## config.mk

```make
export PLATFORM = sky130hd
export DESIGN_NAME = box_filtered_saw_oscillator
export DESIGN_NICKNAME = d
export VERILOG_FILES = /design/src/hdl/bfso_pkg.sv /design/src/hdl/bfso_div.sv /design/src/hdl/bfso_dp.sv /design/src/hdl/bfso_ctrl.sv /design/src/hdl/box_filtered_saw_oscillator.sv
export VERILOG_INCLUDE_DIRS = /design/src /design/src/hdl
export SDC_FILE = /design/constraint.sdc
export NUM_CORES = 2
export LEC_CHECK = 0
export BUFFER_PORTS_ARGS = -buffer_cell sky130_fd_sc_hd__buf_2
export CORE_MARGIN = 2
export CORE_UTILIZATION = 65
export DETAILED_ROUTE_END_ITERATION = 12
export MAX_ROUTING_LAYER = met4
export PLACE_DENSITY = 0.79
export SETUP_SLACK_MARGIN = 0.02
export SLEW_MARGIN = 10
export SYNTH_ARGS = -nofsm -noshare
export SYNTH_HDL_FRONTEND = slang
export SYNTH_HIERARCHICAL = 1
export SYNTH_SLANG_ARGS = --single-unit
```

## constraint.sdc

```tcl
create_clock -name i_clk -period 39.4 [get_ports i_clk]
set_clock_uncertainty 0.1 [all_clocks]
set_input_delay 5.91 -clock i_clk [delete_from_list [all_inputs] [get_ports i_clk]]
set_output_delay 5.91 -clock i_clk [all_outputs]
set_load 0.01 [all_outputs]
```

## src/hdl/assert_macros.svh

```systemverilog
// ----------------------------------------------------------------------------
// assertion macros
// shared concurrent assertion forms, clocked on i_clk, disabled in reset
// ----------------------------------------------------------------------------
`ifndef ASSERT_MACROS_SVH
`define ASSERT_MACROS_SVH

// same-cycle implication
`define BFSO_ASSERT_IMP(label, ante, cons, msg) \
    label: assert property (@(posedge i_clk) disable iff (!i_rst_n) (ante) |-> (cons)) \
        else $error(msg);

// next-cycle implication
`define BFSO_ASSERT_NXT(label, ante, cons, msg) \
    label: assert property (@(posedge i_clk) disable iff (!i_rst_n) (ante) |=> (cons)) \
        else $error(msg);

`endif

```

## src/hdl/bfso_pkg.sv

```systemverilog
// ----------------------------------------------------------------------------
// bfso_pkg
// field widths, action codes and controller/datapath interface types
// ----------------------------------------------------------------------------
package bfso_pkg;

    localparam int ACT_W   = 2;
    localparam int FREQ_W  = 24;
    localparam int SLIDE_W = 20;
    localparam int CFG_W   = 48;
    localparam int MUL_W   = 32;
    localparam int FRAC_W  = 32;

    localparam logic [CFG_W-1:0] CFG_RESET = 48'd24019198012643;

    // action codes
    localparam logic [ACT_W-1:0] ACT_TICK        = 2'd0;
    localparam logic [ACT_W-1:0] ACT_SET_FREQ    = 2'd1;
    localparam logic [ACT_W-1:0] ACT_RESET_PHASE = 2'd2;

    typedef enum logic [3:0] {
        OP_NONE,
        OP_LOAD,
        OP_TMUL_LO,
        OP_TMUL_HI,
        OP_TSUM,
        OP_STEP_SET,
        OP_GDIV_START,
        OP_GSTORE,
        OP_CLR_PHASE,
        OP_GLIDE,
        OP_ADVANCE,
        OP_RES_DIRECT,
        OP_FDIV_START,
        OP_FMUL,
        OP_FRES
    } t_dp_op;

    typedef struct packed {
        t_dp_op op;
        logic   out_load;
    } t_dp_cmd;

    typedef struct packed {
        logic [ACT_W-1:0] action;
        logic             slide_zero;
        logic             muted;
        logic             wrap;
        logic             div_busy;
    } t_dp_status;

endpackage

```

## src/hdl/bfso_div.sv

```systemverilog
// ----------------------------------------------------------------------------
// bfso_div
// restoring divider, one quotient bit per cycle, preloadable remainder
// ----------------------------------------------------------------------------
module bfso_div #(
    parameter int QW = 40,
    parameter int DW = 33
) (
    input  logic                       i_clk,
    input  logic                       i_rst_n,
    input  logic                       i_start,
    input  logic [QW-1:0]              i_num,
    input  logic [DW-1:0]              i_rem,
    input  logic [DW-1:0]              i_den,
    input  logic [$clog2(QW+1)-1:0]    i_iters,
    output logic                       o_busy,
    output logic [QW-1:0]              o_quot
);

    localparam int CNT_W = $clog2(QW+1);

    logic              r_busy;
    logic [CNT_W-1:0]  r_cnt;
    logic [DW-1:0]     r_rem;
    logic [DW-1:0]     r_den;
    logic [QW-1:0]     r_quot;

    logic [DW:0]       w_trial;
    logic [DW:0]       w_sub;
    logic              w_fit;

    assign w_trial = {r_rem, r_quot[QW-1]};
    assign w_sub   = w_trial - {1'b0, r_den};
    assign w_fit   = (w_trial >= {1'b0, r_den});

    always_ff @(posedge i_clk) begin
        if (!i_rst_n) begin
            r_busy <= 1'b0;
            r_cnt  <= '0;
        end else if (i_start) begin
            r_busy <= 1'b1;
            r_cnt  <= i_iters;
        end else if (r_busy) begin
            r_cnt <= r_cnt - CNT_W'(1);
            if (r_cnt == CNT_W'(1)) begin
                r_busy <= 1'b0;
            end
        end
    end

    always_ff @(posedge i_clk) begin
        if (i_start) begin
            r_rem  <= i_rem;
            r_den  <= i_den;
            r_quot <= i_num;
        end else if (r_busy) begin
            r_rem  <= w_fit ? w_sub[DW-1:0] : w_trial[DW-1:0];
            r_quot <= {r_quot[QW-2:0], w_fit};
        end
    end

    assign o_busy = r_busy;
    assign o_quot = r_quot;

endmodule

```

## src/hdl/bfso_dp.sv

```systemverilog
// ----------------------------------------------------------------------------
// bfso_dp
// oscillator datapath: phase, increment, glide, shared multiplier and divider
// ----------------------------------------------------------------------------
module bfso_dp #(
    parameter int PHASE_BITS       = 32,
    parameter int GLIDE_COUNT_BITS = 20,
    parameter int OUT_BITS         = 24
) (
    input  logic                              i_clk,
    input  logic                              i_rst_n,
    input  bfso_pkg::t_dp_cmd                 i_cmd,
    input  logic [bfso_pkg::ACT_W-1:0]        i_action,
    input  logic [bfso_pkg::FREQ_W-1:0]       i_frequency,
    input  logic [bfso_pkg::SLIDE_W-1:0]      i_slide_samples,
    input  logic                              i_cfg_we,
    input  logic [bfso_pkg::CFG_W-1:0]        i_cfg_data,
    output bfso_pkg::t_dp_status              o_status,
    output logic signed [OUT_BITS-1:0]        o_sample,
    output logic                              o_muted
);

    localparam int P     = PHASE_BITS;
    localparam int GCB   = GLIDE_COUNT_BITS;
    localparam int SLW   = bfso_pkg::SLIDE_W;
    localparam int FW    = bfso_pkg::FREQ_W;
    localparam int MW    = bfso_pkg::MUL_W;
    localparam int SW    = P + 8;
    localparam int GSW   = P + 9;
    localparam int CW    = (GCB < SLW) ? GCB : SLW;
    localparam int DW    = (P + 1 > CW) ? P + 1 : CW;
    localparam int QW    = (P + 8 > bfso_pkg::FRAC_W) ? P + 8 : bfso_pkg::FRAC_W;
    localparam int CNT_W = $clog2(QW+1);
    localparam int LW    = P + OUT_BITS;
    localparam int F1W   = P + bfso_pkg::FRAC_W;
    localparam int LIN_UP = (OUT_BITS - 1 >= P) ? OUT_BITS - 1 - P : 0;
    localparam int LIN_DN = (OUT_BITS - 1 >= P) ? 0 : P - OUT_BITS + 1;
    localparam int F1_UP  = (P <= bfso_pkg::FRAC_W) ? bfso_pkg::FRAC_W - P : 0;
    localparam int F1_DN  = (P <= bfso_pkg::FRAC_W) ? 0 : P - bfso_pkg::FRAC_W;

    localparam logic [SW-1:0]       N_STEP  = {7'b0, 1'b1, {P{1'b0}}};
    localparam logic [P+8:0]        N_SUM   = {8'b0, 1'b1, {P{1'b0}}};
    localparam logic [P+9:0]        N_WIDE  = {9'b0, 1'b1, {P{1'b0}}};
    localparam logic [P+9:0]        N2_WIDE = {8'b0, 1'b1, {(P+1){1'b0}}};
    localparam logic [CW-1:0]       SLIDE_MAX = '1;
    localparam logic [OUT_BITS-1:0] OUT_HI  = {1'b0, {(OUT_BITS-1){1'b1}}};

    // model state and config
    logic [bfso_pkg::CFG_W-1:0] r_inc;
    logic [P-1:0]               r_phase;
    logic [SW-1:0]              r_step;
    logic [GSW-1:0]             r_gstep;
    logic [GCB-1:0]             r_gleft;

    // working registers
    logic [bfso_pkg::ACT_W-1:0] r_action;
    logic [FW-1:0]              r_freq;
    logic [SLW-1:0]             r_slide;
    logic [2*MW-1:0]            r_prod;
    logic [2*FW-1:0]            r_acc;
    logic [SW-1:0]              r_target;
    logic [bfso_pkg::FRAC_W-1:0] r_f1;
    logic                       r_neg;
    logic [OUT_BITS-1:0]        r_res_sample;
    logic                       r_res_muted;
    logic [OUT_BITS-1:0]        r_out_sample;
    logic                       r_out_muted;

    logic [P+8:0]               w_sum;
    logic                       w_muted;
    logic                       w_wrap;
    logic [P+9:0]               w_lin;
    logic [P+9:0]               w_lin_abs;
    logic [LW-1:0]              w_lin_wide;
    logic [OUT_BITS-1:0]        w_lin_mag;
    logic [SW-1:0]              w_u;
    logic [F1W-1:0]             w_f1_wide;
    logic [P+9:0]               w_v;
    logic [P+9:0]               w_v_abs;
    logic [P+8:0]               w_diff;
    logic [P+8:0]               w_diff_abs;
    logic [CW-1:0]              w_slide_c;
    logic [P+9:0]               w_ns;
    logic [SW-1:0]              w_ns_c;
    logic [3*FW-1:0]            w_full;
    logic [MW-1:0]              w_mul_a;
    logic [MW-1:0]              w_mul_b;
    logic                       w_mul_en;
    logic [2*MW-1:0]            w_mul;
    logic                       w_div_start;
    logic [QW-1:0]              w_div_num;
    logic [DW-1:0]              w_div_rem;
    logic [DW-1:0]              w_div_den;
    logic [CNT_W-1:0]           w_div_iters;
    logic                       w_div_busy;
    logic [QW-1:0]              w_quot;
    logic [SW-1:0]              w_gq;

    function automatic logic [OUT_BITS-1:0] f_apply_sign(
        input logic [OUT_BITS-1:0] mag,
        input logic                neg
    );
        logic [OUT_BITS-1:0] res;
        if (neg) begin
            res = ~mag + OUT_BITS'(1);
        end else if (mag[OUT_BITS-1]) begin
            res = OUT_HI;
        end else begin
            res = mag;
        end
        return res;
    endfunction

    // span classification
    assign w_sum   = (P+9)'(r_phase) + {1'b0, r_step};
    assign w_muted = (r_step > N_STEP);
    assign w_wrap  = (w_sum > N_SUM);

    // linear span: 2p + d - n
    assign w_lin      = {9'b0, r_phase, 1'b0} + {2'b0, r_step} - N_WIDE;
    assign w_lin_abs  = w_lin[P+9] ? (~w_lin + (P+10)'(1)) : w_lin;
    assign w_lin_wide = (LW'(w_lin_abs[P:0]) << LIN_UP) >> LIN_DN;
    assign w_lin_mag  = w_lin_wide[OUT_BITS-1:0];

    // wrapped span: (n - d) and (2n - 2p - d)
    assign w_u       = N_STEP - r_step;
    assign w_f1_wide = (F1W'(w_u[P-1:0]) << F1_UP) >> F1_DN;
    assign w_v       = N2_WIDE - {9'b0, r_phase, 1'b0} - {2'b0, r_step};
    assign w_v_abs   = w_v[P+9] ? (~w_v + (P+10)'(1)) : w_v;

    // glide setup
    assign w_diff     = {1'b0, r_target} - {1'b0, r_step};
    assign w_diff_abs = w_diff[P+8] ? (~w_diff + (P+9)'(1)) : w_diff;
    assign w_slide_c  = (r_slide > SLW'(SLIDE_MAX)) ? SLIDE_MAX : r_slide[CW-1:0];
    assign w_gq       = w_quot[SW-1:0];

    // glide step, clamped to the increment range
    assign w_ns = {2'b0, r_step} + {r_gstep[GSW-1], r_gstep};
    always_comb begin
        if (w_ns[P+9]) begin
            w_ns_c = '0;
        end else if (w_ns[P+8]) begin
            w_ns_c = '1;
        end else begin
            w_ns_c = w_ns[SW-1:0];
        end
    end

    // target increment from the two partial products
    assign w_full = {r_prod[2*FW-1:0], {FW{1'b0}}} + {{FW{1'b0}}, r_acc};

    // shared multiplier operands
    always_comb begin
        w_mul_a  = '0;
        w_mul_b  = '0;
        w_mul_en = 1'b0;
        case (i_cmd.op)
            bfso_pkg::OP_TMUL_LO: begin
                w_mul_a  = MW'(r_freq);
                w_mul_b  = MW'(r_inc[FW-1:0]);
                w_mul_en = 1'b1;
            end
            bfso_pkg::OP_TMUL_HI: begin
                w_mul_a  = MW'(r_freq);
                w_mul_b  = MW'(r_inc[2*FW-1:FW]);
                w_mul_en = 1'b1;
            end
            bfso_pkg::OP_FMUL: begin
                w_mul_a  = r_f1;
                w_mul_b  = w_quot[MW-1:0];
                w_mul_en = 1'b1;
            end
            default: begin
            end
        endcase
    end
    assign w_mul = w_mul_a * w_mul_b;

    // divider setup
    always_comb begin
        w_div_start = 1'b0;
        w_div_num   = '0;
        w_div_rem   = '0;
        w_div_den   = '0;
        w_div_iters = '0;
        case (i_cmd.op)
            bfso_pkg::OP_GDIV_START: begin
                w_div_start = 1'b1;
                w_div_num   = QW'(w_diff_abs[SW-1:0]);
                w_div_den   = DW'(w_slide_c);
                w_div_iters = CNT_W'(QW);
            end
            bfso_pkg::OP_FDIV_START: begin
                w_div_start = 1'b1;
                w_div_rem   = DW'(w_v_abs[P:0]);
                w_div_den   = DW'(r_step[P:0]);
                w_div_iters = CNT_W'(bfso_pkg::FRAC_W);
            end
            default: begin
            end
        endcase
    end

    bfso_div #(
        .QW (QW),
        .DW (DW)
    ) u_div (
        .i_clk   (i_clk),
        .i_rst_n (i_rst_n),
        .i_start (w_div_start),
        .i_num   (w_div_num),
        .i_rem   (w_div_rem),
        .i_den   (w_div_den),
        .i_iters (w_div_iters),
        .o_busy  (w_div_busy),
        .o_quot  (w_quot)
    );

    // oscillator state
    always_ff @(posedge i_clk) begin
        if (!i_rst_n) begin
            r_inc   <= bfso_pkg::CFG_RESET;
            r_phase <= '0;
            r_step  <= '0;
            r_gstep <= '0;
            r_gleft <= '0;
        end else begin
            if (i_cfg_we) begin
                r_inc <= i_cfg_data;
            end
            case (i_cmd.op)
                bfso_pkg::OP_CLR_PHASE: begin
                    r_phase <= '0;
                end
                bfso_pkg::OP_STEP_SET: begin
                    r_step  <= r_target;
                    r_gleft <= '0;
                end
                bfso_pkg::OP_GSTORE: begin
                    r_gstep <= r_neg ? (~{1'b0, w_gq} + GSW'(1)) : {1'b0, w_gq};
                    r_gleft <= GCB'(w_slide_c);
                end
                bfso_pkg::OP_GLIDE: begin
                    if (r_gleft != '0) begin
                        r_step  <= w_ns_c;
                        r_gleft <= r_gleft - GCB'(1);
                    end
                end
                bfso_pkg::OP_ADVANCE: begin
                    r_phase <= r_phase + r_step[P-1:0];
                end
                default: begin
                end
            endcase
        end
    end

    // working registers
    always_ff @(posedge i_clk) begin
        if (w_mul_en) begin
            r_prod <= w_mul;
        end
        if (i_cmd.out_load) begin
            r_out_sample <= r_res_sample;
            r_out_muted  <= r_res_muted;
        end
        case (i_cmd.op)
            bfso_pkg::OP_LOAD: begin
                r_action <= i_action;
                r_freq   <= i_frequency;
                r_slide  <= i_slide_samples;
            end
            bfso_pkg::OP_TMUL_HI: begin
                r_acc <= r_prod[2*FW-1:0];
            end
            bfso_pkg::OP_TSUM: begin
                // 72-bit product shifted down always fits the increment range
                r_target <= w_full[3*FW-1 -: SW];
            end
            bfso_pkg::OP_GDIV_START: begin
                r_neg <= w_diff[P+8];
            end
            bfso_pkg::OP_FDIV_START: begin
                r_neg <= w_v[P+9];
                r_f1  <= w_f1_wide[bfso_pkg::FRAC_W-1:0];
            end
            bfso_pkg::OP_RES_DIRECT: begin
                if (w_muted) begin
                    r_res_sample <= '0;
                    r_res_muted  <= 1'b1;
                end else begin
                    r_res_sample <= f_apply_sign(w_lin_mag, w_lin[P+9]);
                    r_res_muted  <= 1'b0;
                end
            end
            bfso_pkg::OP_FRES: begin
                r_res_sample <= f_apply_sign({1'b0, r_prod[2*MW-1 -: (OUT_BITS-1)]}, r_neg);
                r_res_muted  <= 1'b0;
            end
            default: begin
            end
        endcase
    end

    assign o_status.action     = r_action;
    assign o_status.slide_zero = (r_slide == '0);
    assign o_status.muted      = w_muted;
    assign o_status.wrap       = w_wrap;
    assign o_status.div_busy   = w_div_busy;

    assign o_sample = r_out_sample;
    assign o_muted  = r_out_muted;

endmodule

```

## src/hdl/bfso_ctrl.sv

```systemverilog
// ----------------------------------------------------------------------------
// bfso_ctrl
// sequencer for set-frequency, phase reset and sample-tick requests
// ----------------------------------------------------------------------------
module bfso_ctrl (
    input  logic                 i_clk,
    input  logic                 i_rst_n,
    input  logic                 i_in_valid,
    output logic                 o_in_ready,
    output logic                 o_out_valid,
    input  logic                 i_out_ready,
    input  bfso_pkg::t_dp_status i_status,
    output bfso_pkg::t_dp_cmd    o_cmd
);

    typedef enum logic [14:0] {
        S_IDLE     = 15'h0001,
        S_DECODE   = 15'h0002,
        S_TMUL_LO  = 15'h0004,
        S_TMUL_HI  = 15'h0008,
        S_TSUM     = 15'h0010,
        S_TAPPLY   = 15'h0020,
        S_GDIV     = 15'h0040,
        S_GSTORE   = 15'h0080,
        S_GLIDE    = 15'h0100,
        S_ADVANCE  = 15'h0200,
        S_CLASSIFY = 15'h0400,
        S_FDIV     = 15'h0800,
        S_FMUL     = 15'h1000,
        S_FRES     = 15'h2000,
        S_DONE     = 15'h4000
    } t_state;

    t_state r_state;
    t_state n_state;
    logic   r_out_valid;

    always_comb begin
        n_state        = r_state;
        o_cmd.op       = bfso_pkg::OP_NONE;
        o_cmd.out_load = 1'b0;
        o_in_ready     = 1'b0;
        case (r_state)
            S_IDLE: begin
                o_in_ready = 1'b1;
                if (i_in_valid) begin
                    o_cmd.op = bfso_pkg::OP_LOAD;
                    n_state  = S_DECODE;
                end
            end
            S_DECODE: begin
                if (i_status.action == bfso_pkg::ACT_TICK) begin
                    n_state = S_GLIDE;
                end else if (i_status.action == bfso_pkg::ACT_SET_FREQ) begin
                    n_state = S_TMUL_LO;
                end else if (i_status.action == bfso_pkg::ACT_RESET_PHASE) begin
                    o_cmd.op = bfso_pkg::OP_CLR_PHASE;
                    n_state  = S_IDLE;
                end else begin
                    n_state = S_IDLE;
                end
            end
            S_TMUL_LO: begin
                o_cmd.op = bfso_pkg::OP_TMUL_LO;
                n_state  = S_TMUL_HI;
            end
            S_TMUL_HI: begin
                o_cmd.op = bfso_pkg::OP_TMUL_HI;
                n_state  = S_TSUM;
            end
            S_TSUM: begin
                o_cmd.op = bfso_pkg::OP_TSUM;
                n_state  = S_TAPPLY;
            end
            S_TAPPLY: begin
                if (i_status.slide_zero) begin
                    o_cmd.op = bfso_pkg::OP_STEP_SET;
                    n_state  = S_IDLE;
                end else begin
                    o_cmd.op = bfso_pkg::OP_GDIV_START;
                    n_state  = S_GDIV;
                end
            end
            S_GDIV: begin
                if (!i_status.div_busy) begin
                    n_state = S_GSTORE;
                end
            end
            S_GSTORE: begin
                o_cmd.op = bfso_pkg::OP_GSTORE;
                n_state  = S_IDLE;
            end
            S_GLIDE: begin
                o_cmd.op = bfso_pkg::OP_GLIDE;
                n_state  = S_ADVANCE;
            end
            S_ADVANCE: begin
                o_cmd.op = bfso_pkg::OP_ADVANCE;
                n_state  = S_CLASSIFY;
            end
            S_CLASSIFY: begin
                if (i_status.muted || !i_status.wrap) begin
                    o_cmd.op = bfso_pkg::OP_RES_DIRECT;
                    n_state  = S_DONE;
                end else begin
                    o_cmd.op = bfso_pkg::OP_FDIV_START;
                    n_state  = S_FDIV;
                end
            end
            S_FDIV: begin
                if (!i_status.div_busy) begin
                    n_state = S_FMUL;
                end
            end
            S_FMUL: begin
                o_cmd.op = bfso_pkg::OP_FMUL;
                n_state  = S_FRES;
            end
            S_FRES: begin
                o_cmd.op = bfso_pkg::OP_FRES;
                n_state  = S_DONE;
            end
            S_DONE: begin
                if (!r_out_valid || i_out_ready) begin
                    o_cmd.out_load = 1'b1;
                    n_state        = S_IDLE;
                end
            end
            default: begin
                n_state = S_IDLE;
            end
        endcase
    end

    always_ff @(posedge i_clk) begin
        if (!i_rst_n) begin
            r_state     <= S_IDLE;
            r_out_valid <= 1'b0;
        end else begin
            r_state <= n_state;
            if (o_cmd.out_load) begin
                r_out_valid <= 1'b1;
            end else if (i_out_ready) begin
                r_out_valid <= 1'b0;
            end
        end
    end

    assign o_out_valid = r_out_valid;

endmodule

```

## src/hdl/box_filtered_saw_oscillator.sv

```systemverilog
// ----------------------------------------------------------------------------
// box_filtered_saw_oscillator
// anti-aliased sawtooth oscillator with linear glide, one sample per tick
// ----------------------------------------------------------------------------
// the block takes one request at a time. a sample tick returns one sample;
// when the swept span stays inside one cycle or the oscillator is muted the
// result is formed directly, and when the span wraps it waits on the 32-step
// fraction division in the shared radix-2 divider. a set-frequency request
// with glide waits on the glide-step division in the same divider; without
// glide it needs no division. the result sits in an output register, so the
// next request is taken while a sample waits.
// the config register (inc_per_freq_unit) is always ready and must only be
// written while the block is idle.
// ----------------------------------------------------------------------------
`include "assert_macros.svh"

module box_filtered_saw_oscillator #(
    parameter int PHASE_BITS       = 32,
    parameter int GLIDE_COUNT_BITS = 20,
    parameter int OUT_BITS         = 24
) (
    input  logic                          i_clk,
    input  logic                          i_rst_n,
    // request channel
    input  logic                          i_in_valid,
    output logic                          o_in_ready,
    input  logic [bfso_pkg::ACT_W-1:0]    i_action,
    input  logic [bfso_pkg::FREQ_W-1:0]   i_frequency,
    input  logic [bfso_pkg::SLIDE_W-1:0]  i_slide_samples,
    // result channel
    output logic                          o_out_valid,
    input  logic                          i_out_ready,
    output logic signed [OUT_BITS-1:0]    o_sample,
    output logic                          o_muted,
    // config write channel
    input  logic                          i_cfg_valid,
    output logic                          o_cfg_ready,
    input  logic [bfso_pkg::CFG_W-1:0]    i_cfg_data
);

    bfso_pkg::t_dp_cmd    w_cmd;
    bfso_pkg::t_dp_status w_status;

    // config writes are always accepted and registered directly
    assign o_cfg_ready = 1'b1;

    // sequencer: decodes the request and steps the datapath
    bfso_ctrl u_ctrl (
        .i_clk       (i_clk),
        .i_rst_n     (i_rst_n),
        .i_in_valid  (i_in_valid),
        .o_in_ready  (o_in_ready),
        .o_out_valid (o_out_valid),
        .i_out_ready (i_out_ready),
        .i_status    (w_status),
        .o_cmd       (w_cmd)
    );

    // datapath: phase accumulator, glide, target multiply, span averaging
    bfso_dp #(
        .PHASE_BITS       (PHASE_BITS),
        .GLIDE_COUNT_BITS (GLIDE_COUNT_BITS),
        .OUT_BITS         (OUT_BITS)
    ) u_dp (
        .i_clk           (i_clk),
        .i_rst_n         (i_rst_n),
        .i_cmd           (w_cmd),
        .i_action        (i_action),
        .i_frequency     (i_frequency),
        .i_slide_samples (i_slide_samples),
        .i_cfg_we        (i_cfg_valid),
        .i_cfg_data      (i_cfg_data),
        .o_status        (w_status),
        .o_sample        (o_sample),
        .o_muted         (o_muted)
    );

    // divider is never left running once the sequencer is back in idle
    `BFSO_ASSERT_IMP(a_idle_div_free, o_in_ready, !w_status.div_busy, "divider busy in idle")

    // a taken request closes the request channel in the following cycle
    `BFSO_ASSERT_NXT(a_accept_busy, i_in_valid && o_in_ready, !o_in_ready, "ready after accept")

    // a pending sample is never overwritten before it is taken
    `BFSO_ASSERT_IMP(a_no_overwrite, w_cmd.out_load, !o_out_valid || i_out_ready, "result overwrite")

    // a muted result carries a zero sample
    `BFSO_ASSERT_IMP(a_muted_zero, o_out_valid && o_muted, o_sample == '0, "muted sample not zero")

endmodule

```

Yosys cells after proc, flatten, opt, wreduce, memory -nomap -nowiden

Index checks and enable logic that the tools add are counted.
W data, S select, Z words.

$add $sub $neg: 19
Multipliers: 1
Order comparisons: 4
Equal/unequal tests: 37
Muxes and demuxes: 59
Bitwise operators: 6
Reductions and logical operators: 20

Operator list:

| operator                 | count |
|---|---|
| $mux W40                 | 7 |
| $pmux W15 S14            | 1 |
| $mux W33                 | 6 |
| $pmux W32 S2             | 2 |
| $pmux W32 S3             | 1 |
| $mux W15                 | 6 |
| $pmux W40 S2             | 1 |
| $add A72 B48 Y72         | 1 |
| $mux W24                 | 3 |
| $add A33 B1 Y33 const B  | 2 |
| $not A33 Y33             | 2 |
| $pmux W33 S2             | 1 |
| $mul A32 B32 Y64         | 1 |
| $pmux W20 S3             | 1 |
| $add A24 B1 Y24 const B  | 2 |
| $pmux W24 S2             | 1 |
| $pmux W4 S12             | 1 |
| $add A41 B41 Y42         | 1 |
| $sub A41 B33 Y42 const B | 1 |
| $sub A42 B40 Y42         | 1 |
| $add A32 B40 Y41         | 1 |
| $add A33 B40 Y41         | 1 |
| $add A41 B1 Y41 const B  | 1 |
| $gt A41 B33 Y1 const B   | 1 |
| other kinds (61)         | 100 |

Bits in registers: 591
Input port bits: 99
Output and inout bits: 28
Logic and storage cells: 170

Logic depth before layout (Yosys ltp)

Depth after elaboration: 10
Gate-level depth with buffers: 59
Depth with buffers taken out: 54

Modules after synthesis

Netlist, hierarchy kept.

Modules (own cells, without submodules):

| module                      | times used | cells an instance | area an instance (sq um) | seq. area each (sq um) |
|---|---|---|---|---|
| bfso_dp                     | 1          | 7,688             | 66,448.7                 | 11,340.9 |
| bfso_div                    | 1          | 599               | 6,542.5                  | 3,323.2 |
| bfso_ctrl                   | 1          | 125               | 1,047.3                  | 320.3 |
| box_filtered_saw_oscillator | 1          | 2                 | 11.3                     | 0.0 |

Least setup slack after synthesis

Ideal clock, no wire load.

Path type: input port to flip-flop
From: input port i_in_valid
To: register u_dp.r_prod[62], data pin
Setup time: 0.264 ns
Arrival: 15.114 ns
Data required time: 39.036 ns
Path slack: 23.923 ns
Cell stages on the path: 32
Path buffers: 4
Cell sequence: a2111o_1 and2_1 clkbuf_1 clkbuf_1 nand2_1 nand2_1 clkbuf_1 clkbuf_1 nand2_1 fa_1 fa_1 inv_1 fa_1 fa_1 fa_1 fa_1 fa_1 inv_1 fa_1 inv_1 ha_1 a21o_1 a21o_1 a211oi_1 a211o_1 nor2_1 a2111o_1 a41o_1 a21boi_0 o31ai_1 a221oi_1 xnor2_1

Longest elaborated chain between the ends: 6
Elaborated cells on any way between the ends: 9
Those cells by class: mul: 1; eq/ne: 3; mux: 4; reduce/logical: 1

RTL lines:

| item                       | RTL line                          | source |
|---|---|---|
| start, declared            | box_filtered_saw_oscillator.sv:25 | `input logic i_in_valid,` |
| $mux W1 *                  | bfso_ctrl.sv:46                   | `if (i_in_valid) begin` |
| $pmux W4 S12 *             | bfso_ctrl.sv:43                   | `case (r_state)` |
| $eq A4 B2 Y1               | bfso_dp.sv:157                    | `case (i_cmd.op)` |
| $reduce_or A2 Y1 (no line) | -                                 |  |
| $pmux W32 S2               | bfso_dp.sv:157                    |  |
| $mul A32 B32 Y64 *         | bfso_dp.sv:177                    | `assign w_mul = w_mul_a * w_mul_b;` |
| named net u_dp.w_mul[62]   | bfso_dp.sv:89                     | `logic [2*MW-1:0] w_mul;` |
| end signal, assigned       | bfso_dp.sv:261                    | `r_prod <= w_mul;` |
| end, declared              | bfso_dp.sv:59                     | `logic [2*MW-1:0] r_prod;` |

The timed path passes the listed nets; every way through them passes the cells marked *.
A chain may end at the register's enable or synchronous reset.

==> flow_metrics.env <==
export IMPL_crit_top_cell="fa_1"
export IMPL_die_y_um=342
export IMPL_postCtsSetupBuffers=0
export IMPL_ys_seq_area_frac=0.202
export IMPL_clock_sinks=567
export IMPL_cts_tree="built"
export IMPL_synth_seq_cells=567
export IMPL_powerDensity_nw_per_um2=17.4
export IMPL_antenna_found_initial=10
export IMPL_worstPathArrival_ns=18.04
export IMPL_use_met2=0.661
export IMPL_slew_limit_headroom=0.0710
export IMPL_clk_path_buf_depth=3
export IMPL_yosysUniqueCellTypes=112
export IMPL_grtUsageMet1=0.549
export IMPL_ys_top_cells_by_count="inv_1 (1,082), nand2_1 (924), nor2_1 (909)"
export IMPL_cts_inserted_buffers=69
export IMPL_fin_crit_sh=0.450
export IMPL_tightest_slew_ns=1.39
export IMPL_synth_most_common_cell="inv_1"
export IMPL_grt_max_degree=118
export IMPL_ctsResizeCount=0
export IMPL_port_buffers=125
export IMPL_synthArstFlopShare=0
export IMPL_crit_type="flip-flop to flip-flop"
export IMPL_crit_fanout=30
export IMPL_drt_initial_drc_count=7374
export IMPL_grt_util_met3=0.141
export IMPL_synth_top_area_frac=0.244
export IMPL_start_kind="flip-flop"
export IMPL_area_delta_synth_final_pct=6.08
export IMPL_core_area_sq_um=113000
export IMPL_drtAntennaViolNets=0
export IMPL_fin_nets=9895
export IMPL_initial_utilization=0.656
export IMPL_cts_htree_levels=3
export IMPL_hold_viol=0
export IMPL_post_route_min_period_ns=17.75
export IMPL_viasPerCell=6.48
export IMPL_yosysWarningCount=6
export IMPL_grt_usage=0.450
export IMPL_pre_cts_ws_ns=21.70
export IMPL_fin_setup_tns_ns=0
export IMPL_synth_area_sq_um=74000
export IMPL_final_cells=9906
export IMPL_power_leakage_nw=36.0
export IMPL_rsz0062_at_grt="false"
export IMPL_slowest_stage="and2_1"
export IMPL_die_x_um=342
export IMPL_drive_gt1_frac=0.0613
export IMPL_power_mw=1.37
export IMPL_gr_total_overflow=0
export IMPL_timing_final_ws_setup_ns=21.65
export IMPL_setup_violations=0
export IMPL_dr_total_vias=64200
export IMPL_ioPinCount=127
export IMPL_wl_per_cell_um=25.8
export IMPL_synth_cells=8414
export IMPL_clock_fmax_mhz=56.3
export IMPL_nFillCells=9014
export IMPL_first_pass_iters=9
export IMPL_maxSlewViolCount=0
export IMPL_synthFlopType="edfxtp_1"
export IMPL_insertion_delay_ns=0.68
export IMPL_drt_wl_total_um=255000
export IMPL_crit_required_ns=39.69
export IMPL_top_usage_layer="met2"
export IMPL_ctsHoldBuffers=0
export IMPL_outcome="finished clean"
export IMPL_yosys_area_top_type="fa_1"
export IMPL_synthTopCellsByArea="fa_1 (24%), edfxtp_1 (15%), ha_1 (9.4%), dfxtp_1 (5.5%), inv_1 (5.5%)"
export IMPL_grt_pass1_wl_um=382000
export IMPL_clock_root_buffer="clkbuf_16"
export IMPL_critPathCaptureType="flip-flop"
export IMPL_grt_pass1_vias=62900
export IMPL_vdd_drop_max_v=0.0000349
export IMPL_hpwlAfterDp_um=200000
export IMPL_dp_cells=9768
export IMPL_dieArea_sq_um=117000
export IMPL_synth_enable_flop_cells=363
export IMPL_syn_area_per_cell_sq_um=8.80
export IMPL_drc_errors=0
export IMPL_hold_class="flip-flop to flip-flop"
export IMPL_maxCapViolations=0
export IMPL_place_congestion=1.10
export IMPL_cpPeakStageDelay_ns=1.18
export IMPL_path_clk_slew_ns=0.06
export IMPL_num_rows=123
==> kinds of logic (layout without fill, tap and decap cells) <==
logic type | count (synthesis) | in the layout | share of synthesized area
fa+ha+maj | 1457 | 1457 | 0.338
flops | 567 | 567 | 0.202
compound gates | 1537 | 1537 | 0.138
mux | 116 | 116 | 0.0165
other cells | 2 | 15 | 0.000101
xor+xnor | 475 | 475 | 0.0563
buf+inv | 1499 | 1478 | 0.0769
simple gates | 2761 | 2761 | 0.172
==> path summary, 6_finish.rpt <==
| check | startpoint | cells past startpoint | slack (ns) | to |
|---|---|---|---|---|
| min | u_dp/r_res_sample[11]$_DFFE_PP_ | 0 | 0.32 | u_dp/o_sample[11]$_DFFE_PP_ |
| max reg2reg | u_dp/r_phase[0]$_SDFFE_PN0P_ | 48 | 21.65 | u_dp/r_prod[62]$_DFFE_PP_ |
| min reg2reg | u_dp/r_res_sample[11]$_DFFE_PP_ | 0 | 0.32 | u_dp/o_sample[11]$_DFFE_PP_ |
| max | u_dp/r_phase[0]$_SDFFE_PN0P_ | 48 | 21.65 | u_dp/r_prod[62]$_DFFE_PP_ |
==> sequential cells by signal (all words and copies together) (netlist names), 32 cells and up <==
name / cells
u_dp/r_step: 40
u_dp/r_prod: 64
u_dp/u_div/r_rem: 33
u_dp/r_gstep: 41
u_dp/u_div/r_den: 33
u_dp/u_div/o_quot: 40
u_dp/r_phase: 32
u_dp/r_target: 40
u_dp/r_inc: 48
u_dp/r_f1: 32
==> placed cells by master, fill, tap and decap left out, drive strengths merged, types with 20 or more instances in the layout <==
cell type  instances
or2               27
a211oi            33
o211a             42
o21bai            40
xnor2            299
clkbuf            87
mux2i             70
inv             1086
a31oi             72
and3              84
nor2             909
o21ai            354
a22o              26
o21a              50
o31ai             42
buf              268
dfxtp            204
nand2b            70
xor2             176
o41ai             22
nor2b            101
clkinv            23
nor3             123
a22oi             85
o211ai            39
nand3            124
nor4              49
ha               555
edfxtp           363
and2              92
nor3b             20
nand4             74
fa               902
a21oi            354
or4               41
a21boi            25
or3               57
a21o             163
nand2            924
mux2              46
==> power breakdown <==
part / internal (mW) / total (mW) / switching [mW]
registers: 0.639 / 0.653 / 0.0141
logic: 0.0145 / 0.0402 / 0.0256
clock network: 0.387 / 0.675 / 0.288
total: 1.04 / 1.37 / 0.328
==> metrics by stage <==
step / util / instance area (sq um) / hold slack [ns]
4_1_cts: 0.696 / 78500 / 0.317
3_5_place_dp: 0.675 / 76100 / 0.305
5_1_grt: 0.696 / 78500 / 0.321
2_1_floorplan: - / 74100 / 0.300
6_report: 0.696 / 78600 / 0.316
3_3_place_gp: 0.675 / 76100 / 0.302
==> per-layer routing <==
metal,share of wire,wire length [um]
met1,0.36,92500
met2,0.43,110000
met3,0.13,33400
met4,0.075,19200
met5,0,0
==> critical path, delay by kind of cell (launching register included) <==
kind | cells | cell delay (ns)
simple gates | 10 | 4.36
flops | 1 | 0.38
xor+xnor | 2 | 0.21
fa+ha+maj | 11 | 5.31
compound gates | 19 | 6.30
buf+inv | 6 | 0.74
==> layout make-up <==
type	instances	area, sq um	area share
multi-input combinational	6351	53500	0.681
clock inverter	41	556	0.00707
tap	1500	1880	0.0239
antenna	10	25.0	0.000319
clock buffer	87	1840	0.0235
timing repair buffer	268	1710	0.0217
inverter	1082	4060	0.0517
sequential	567	15000	0.191
Note: power is estimated with default switching activity, not from simulation.
